`config.mk`:
```
export PLATFORM = sky130hd
export DESIGN_NAME = smeu_iter
export DESIGN_NICKNAME = d
export VERILOG_FILES = /design/src/design/smeu_pkg.sv /design/src/design/smeu_iter.sv
export SDC_FILE = /design/constraint.sdc
export NUM_CORES = 1
export LEC_CHECK = 0
export BUFFER_PORTS_ARGS = -buffer_cell sky130_fd_sc_hd__buf_2
export CAP_MARGIN = 40
export CORE_ASPECT_RATIO = 0.8
export CORE_MARGIN = 1.5
export CORE_UTILIZATION = 50
export CTS_CLUSTER_DIAMETER = 80
export DETAILED_ROUTE_END_ITERATION = 12
export PLACE_DENSITY = 0.65
export SLEW_MARGIN = 20
export SYNTH_ARGS = -nofsm -noshare
export SYNTH_HDL_FRONTEND = slang
export SYNTH_SLANG_ARGS = --single-unit
```
`constraint.sdc`:
```
create_clock -name i_clk -period 10.01 [get_ports i_clk]
set_input_delay 1.001 -clock i_clk [delete_from_list [all_inputs] [get_ports i_clk]]
set_output_delay 1.001 -clock i_clk [all_outputs]
set_load 0.05 [all_outputs]
```
`src/design/smeu_pkg.sv`:
```
// Package: shared types, constants and opcodes for the stack machine execute unit.
package smeu_pkg;

    localparam int STACK_DEPTH_DEF = 256;
    localparam int NUM_REGS_DEF    = 8;
    localparam int RET_DEPTH_DEF   = 64;

    localparam logic [3:0] OP_START = 4'd0;
    localparam logic [3:0] OP_PUSH  = 4'd1;
    localparam logic [3:0] OP_POP   = 4'd2;
    localparam logic [3:0] OP_PUSHR = 4'd3;
    localparam logic [3:0] OP_POPR  = 4'd4;
    localparam logic [3:0] OP_ADD   = 4'd5;
    localparam logic [3:0] OP_SUB   = 4'd6;
    localparam logic [3:0] OP_MUL   = 4'd7;
    localparam logic [3:0] OP_DIV   = 4'd8;
    localparam logic [3:0] OP_SQRT  = 4'd9;
    localparam logic [3:0] OP_HALT  = 4'd10;
    localparam logic [3:0] OP_CMP   = 4'd11;
    localparam logic [3:0] OP_CALL  = 4'd12;
    localparam logic [3:0] OP_RET   = 4'd13;

    localparam logic [3:0] ST_OK       = 4'd0;
    localparam logic [3:0] ST_START    = 4'd1;
    localparam logic [3:0] ST_STOP     = 4'd2;
    localparam logic [3:0] ST_UNDEF    = 4'd3;
    localparam logic [3:0] ST_POPR_UF  = 4'd4;
    localparam logic [3:0] ST_UNDER    = 4'd5;
    localparam logic [3:0] ST_OVER     = 4'd6;
    localparam logic [3:0] ST_DIV_ZERO = 4'd7;
    localparam logic [3:0] ST_NEG_SQRT = 4'd8;
    localparam logic [3:0] ST_RET_UF   = 4'd9;
    localparam logic [3:0] ST_RET_OF   = 4'd10;

    localparam logic [2:0] CMP_LT = 3'd0;
    localparam logic [2:0] CMP_LE = 3'd1;
    localparam logic [2:0] CMP_GT = 3'd2;
    localparam logic [2:0] CMP_GE = 3'd3;
    localparam logic [2:0] CMP_EQ = 3'd4;
    localparam logic [2:0] CMP_NE = 3'd5;

    typedef struct packed {
        logic [3:0]         req_type;
        logic signed [31:0] immediate;
        logic [2:0]         reg_index;
        logic [2:0]         cmp_kind;
        logic [15:0]        return_address;
    } t_req;

    typedef struct packed {
        logic [3:0]         status;
        logic               jump_taken;
        logic [15:0]        popped_address;
        logic signed [31:0] pushed_value;
    } t_rsp;

    // iterative unit control
    typedef struct packed {
        logic        start;
        logic        is_sqrt;
        logic [31:0] a;  // dividend or radicand
        logic [31:0] b;  // divisor
    } t_iter_cmd;

    typedef struct packed {
        logic        done;
        logic [31:0] res;
    } t_iter_rsp;

endpackage

```
`src/design/smeu_iter.sv`:
```
// Iterative bit-serial unsigned divider and floor square root.
module smeu_iter
    import smeu_pkg::*;
(
    input  logic      i_clk,
    input  logic      i_rst_n,
    input  t_iter_cmd i_cmd,
    output t_iter_rsp o_rsp
);
    logic        r_busy, n_busy;
    logic        r_sqrt;
    logic [5:0]  r_cnt;
    logic [31:0] r_q, r_b;
    logic [33:0] r_rem;
    logic [31:0] r_src;
    logic [33:0] w_trial, w_sh;

    // divide: shift one dividend bit per cycle; sqrt: two radicand bits per cycle
    always_comb begin
        if (r_sqrt) begin
            w_sh    = {r_rem[31:0], r_src[31:30]};
            w_trial = w_sh - {r_q, 2'b01};
        end else begin
            w_sh    = {r_rem[32:0], r_src[31]};
            w_trial = w_sh - {2'b00, r_b};
        end
        n_busy = r_busy;
        if (i_cmd.start) n_busy = 1'b1;
        else if (r_busy && r_cnt == 6'd0) n_busy = 1'b0;
    end

    always_ff @(posedge i_clk) begin
        if (!i_rst_n) begin
            r_busy <= 1'b0;
        end else begin
            r_busy <= n_busy;
        end
        if (i_cmd.start) begin
            r_sqrt <= i_cmd.is_sqrt;
            r_src  <= i_cmd.a;
            r_b    <= i_cmd.b;
            r_q    <= '0;
            r_rem  <= '0;
            r_cnt  <= i_cmd.is_sqrt ? 6'd15 : 6'd31;
        end else if (r_busy) begin
            r_src <= r_sqrt ? {r_src[29:0], 2'b00} : {r_src[30:0], 1'b0};
            r_cnt <= r_cnt - 6'd1;
            if (!w_trial[33]) begin
                r_rem <= w_trial;
                r_q   <= {r_q[30:0], 1'b1};
            end else begin
                r_rem <= w_sh;
                r_q   <= {r_q[30:0], 1'b0};
            end
        end
    end

    assign o_rsp.done = r_busy && r_cnt == 6'd0;
    assign o_rsp.res  = w_trial[33] ? {r_q[30:0], 1'b0} : {r_q[30:0], 1'b1};
endmodule

```
# After elaboration in Yosys (flattened, before gate mapping)
# Index checks and enable logic that the tools add are counted.
# classes
addsub	3
mux	12
n_reduce_logical	4
# op_table
cell	n
32-bit two-way mux	3
33-bit two-way mux	2
34-bit two-way mux	1
34-bit by 32-bit subtractor with 34-bit output	1
34-bit subtractor	1
6-bit two-way mux	2
6-bit logical NOT	1
6-bit by 1-bit subtractor with 6-bit output, second input constant	1
5-bit two-way mux	1
2-bit nonzero test	2
1-bit two-way mux	3
1-bit logical AND	1
# word_totals
in_bits	68
out_inout_bits	33
reg_bits	137
elab_cells	26

# Longest topological paths before layout
# logic_depth
word_depth	4
mapped_depth	15
depth_no_buf	14

# Worst setup path after synthesis
# Ideal clock, no wire load.
# synth_path
path_kind	flip-flop to output port
startpoint	reg r_q[2]
endpoint	out o_rsp[0] (netlist name)
slack_ns	6.294
n_path_buf	0
path_stages_with_launch	12
arrival_time_ns	2.715
required_ns	9.009
path_cell_list	dfxtp_1 -> inv_1 -> ha_1 -> or3_1 -> o221a_2 -> a211oi_4 -> o31ai_4 -> mux2i_1 -> a2111oi_2 -> nand2_2 -> o21ai_4 -> inv_4
# synth_rtl
element	line_no	text
start: declaration	smeu_iter.sv:13	logic [31:0] r_q, r_b;
start signal: assignment	smeu_iter.sv:50	r_q <= {r_q[30:0], 1'b1};
start signal: assignment	smeu_iter.sv:53	r_q <= {r_q[30:0], 1'b0};
end: declaration	smeu_iter.sv:8	output t_iter_rsp o_rsp

==> run_results.csv <==
group,metric,value,unit
status,outcome,"completed",
floorplan,dieArea,20400,sq um
cells_and_area,drive_above_1_share,0.152,
hold_path,hp-class,"flop to flop",
clock_network,cts_tree,"yes",
power_and_ir_drop,power,3.92,mW
worst_setup_path,r2r-start,"r_q[2]",
grt,grt-ovfl-total,0,
worst_setup_path,crit_required,9010,ps
timing,fin_crit_sh,0.487,
worst_setup_path,end_kind,"output port",
worst_setup_path,r2r_slack,6040,ps
detailed_routing,drc,0,
clock_network,post-cts-setup-buffer-count,0,
power_and_ir_drop,p_seq_frac,0.198,
synthesis,synthesis.area,9750,sq um
floorplan,ioPinCount,101,
placed_design,port_buffers,100,
detailed_routing,route.final.wire_length,24.2,mm
floorplan,start_util,0.512,
worst_setup_path,startpoint_type,"flop",
power_and_ir_drop,intPower,2.10,mW
timing,rsz0062_at_grt,"false",
synthesis,yosys.area.top_type,"edfxtp_1",
synthesis,synth-edff-count,71,
cells_and_area,n_antenna_cell,0,
detailed_routing,post_drt_wl_per_cell,17.2,microns
timing,max_freq,205,MHz
synthesis,synth_fp_nets,1221,
synthesis,ys_ff_latch,137,
worst_setup_path,timing.rr.end,"r_rem[7]",
detailed_routing,dr.pass1.iters,5,
floorplan,rows,45,
timing,tightest_slew,798,ps
detailed_routing,drt_iter0_drc,664,
cells_and_area,layout_commonest_cell,"buf_2",
clock_network,clk_path_buf_depth,2,
power_and_ir_drop,power.leakage,4.76,nW
cells_and_area,design_area,10800,sq um
hold_path,whs_path_depth,2,
power_and_ir_drop,p_per_area,361,nW/um^2
timing,slew_violations,0,
worst_setup_path,cp_max_fo,18,
grt,antenna_found_initial,0,
power_and_ir_drop,p_clk_frac,0.161,
power_and_ir_drop,power.switching,1.82,mW
floorplan,fp.dieH,128,microns
synthesis,synth_ff_type,"edfxtp_1",
cells_and_area,nNetsFinal,1268,
grt,globalRouteTotalUtil,0.241,
synthesis,synthCells,1086,
placed_design,dp_hpwl,17.2,mm
synthesis,synth_area_leaders,"edfxtp_1, dfxtp_1, ha_1",
synthesis,synth_top_area_frac,0.219,
clock_network,cts_buffers,17,
synthesis,synth_cell_type_count,68,
timing,fin_skew,9.95,ps
floorplan,die_x,159,microns
hold_path,min-delay-start,"r_rem[32]",
power_and_ir_drop,irDropWorstVdd,0.270,mV
timing,whs,495,ps
timing,max-slew-margin-rel,0.468,
synthesis,synthArstFlopShare,0,
clock_network,clock-sinks,137,
power_and_ir_drop,switching_share,0.464,
hold_path,whs_endpoint,"r_rem[32]",
detailed_routing,via_per_inst,5.65,
placed_design,gp_congestion,0.886,
timing,setup-violations-final,0,
job,maxCapViolCount,0,
grt,grt_max_degree,80,
clock_network,cts_resized,0,
cells_and_area,final_cell_mix,"buf_2, nand2_1, inv_1",
cells_and_area,syn2layout_area_growth,11.2,%
synthesis,syn_avg_cell_area,8.98,sq um
synthesis,ys_seq_area_frac,0.354,
clock_network,cts.htree.levels,4,
placed_design,placed_cell_area,10200,sq um
power_and_ir_drop,p_comb_frac,0.641,
worst_setup_path,reg2regPathDepth,13,
timing,final_hold_viol_count,0,
detailed_routing,drtAntennaViolNets,0,
synthesis,synth-warning-count,0,
worst_setup_path,critical_path_class,"flop to output port",
clock_network,holdBufCountCts,0,
grt,grt_pass1_wl,39.0,mm
timing,fin_setup_tns,0,ps
clock_network,clock_latency,430,ps
clock_network,cts_root_buf,"clkbuf_16",
clock_network,cts.clk_slew.worst_paths,70,ps
grt,grt_pass1_vias,7414,
timing,period_needed,4870,ps
detailed_routing,vias,7938,
worst_setup_path,crit_arrival,3870,ps
floorplan,core-area,19000,sq um
-- registers in the layout (all words and copies together), names as in the netlist --
name	flops
r_b	32
r_busy	1
r_cnt	6
r_q	32
r_rem	33
r_sqrt	1
r_src	32
-- layer usage --
metal  wire length [microns]  global-route usage
met1                   11900               0.353
met2                   10100               0.358
met5                       0                   0
met3                    1780              0.0446
met4                     441              0.0755
-- worst max-delay path by stage --
stage	from	to	slack [ps]	cells past startpoint
2_1_floorplan	r_q[2]	o_rsp[0]	6290	11
3_3_place_gp	r_q[2]	o_rsp[0]	5700	12
3_5_place_dp	r_q[2]	o_rsp[0]	5590	12
4_1_cts	r_q[2]	o_rsp[0]	5130	12
5_1_grt	r_q[2]	o_rsp[0]	4990	12
6_report	r_q[2]	o_rsp[0]	5140	12
-- synthesized netlist by cell type (9+ instances only) --
cell type and instances:
ha_1 66, buf_4 31, inv_1 81, a21oi_1 71, o211ai_1 25, clkbuf_1 38
mux2_2 9, a211oi_1 12, a31oi_1 15, nor3_1 11, xor2_1 25, o21ai_0 80
edfxtp_1 71, nand2b_1 16, mux2i_1 69, nor2_1 79, nand2_1 98, dfxtp_1 66
or3_1 10, a22o_1 12, a21o_1 30, nand3_1 12, nor2b_1 11, xnor2_1 34
-- logic make-up (layout without fill, tap and decap cells) --
kind of cell    count (synthesis)  after routing  synth area share
compound gates                309            309             0.209
xor+xnor                       60             60            0.0547
fa+ha+maj                      67             67            0.0868
buf+inv                       164            224            0.0760
flops                         137            137             0.354
mux                            85             85            0.0974
simple gates                  264            264             0.122
-- through the flow --
stage           util  setup WS (ps)  cells
3_3_place_gp   0.537           5700   1370
3_5_place_dp   0.538           5590   1371
5_1_grt        0.570           4990   1404
4_1_cts        0.568           5130   1403
6_report       0.570           5140   1404
2_1_floorplan      -           6290   1086
-- worst max-delay path, stage by stage, from the launching register on --
cell	delay, ps
dfxtp_1	380
inv_1	70
ha_1	230
or3_1	400
o221a_2	320
a211oi_4	320
o31ai_4	120
mux2i_1	170
a2111oi_4	380
nand2_2	210
o21ai_4	330
inv_4	210
buf_2	270
-- layout make-up --
class,count,area [sq um]
clock buffers,17,425
clock inverters,15,159
fillers,1773,8190
inverters,82,310
multi-input cells,785,5570
flip-flops and latches,137,3450
well taps,258,323
repair buffers,110,602
-- power by group through the flow --
stage,Combinational (mW),Clock [mW],Sequential (mW)
6_report,2.51,0.631,0.774
5_1_grt,2.76,0.666,0.787
4_1_cts,2.48,0.642,0.772
3_5_place_dp,2.47,0,0.784
3_3_place_gp,2.47,0,0.782
2_1_floorplan,1.95,0,0.750
Note: power is estimated with default switching activity, not from simulation.
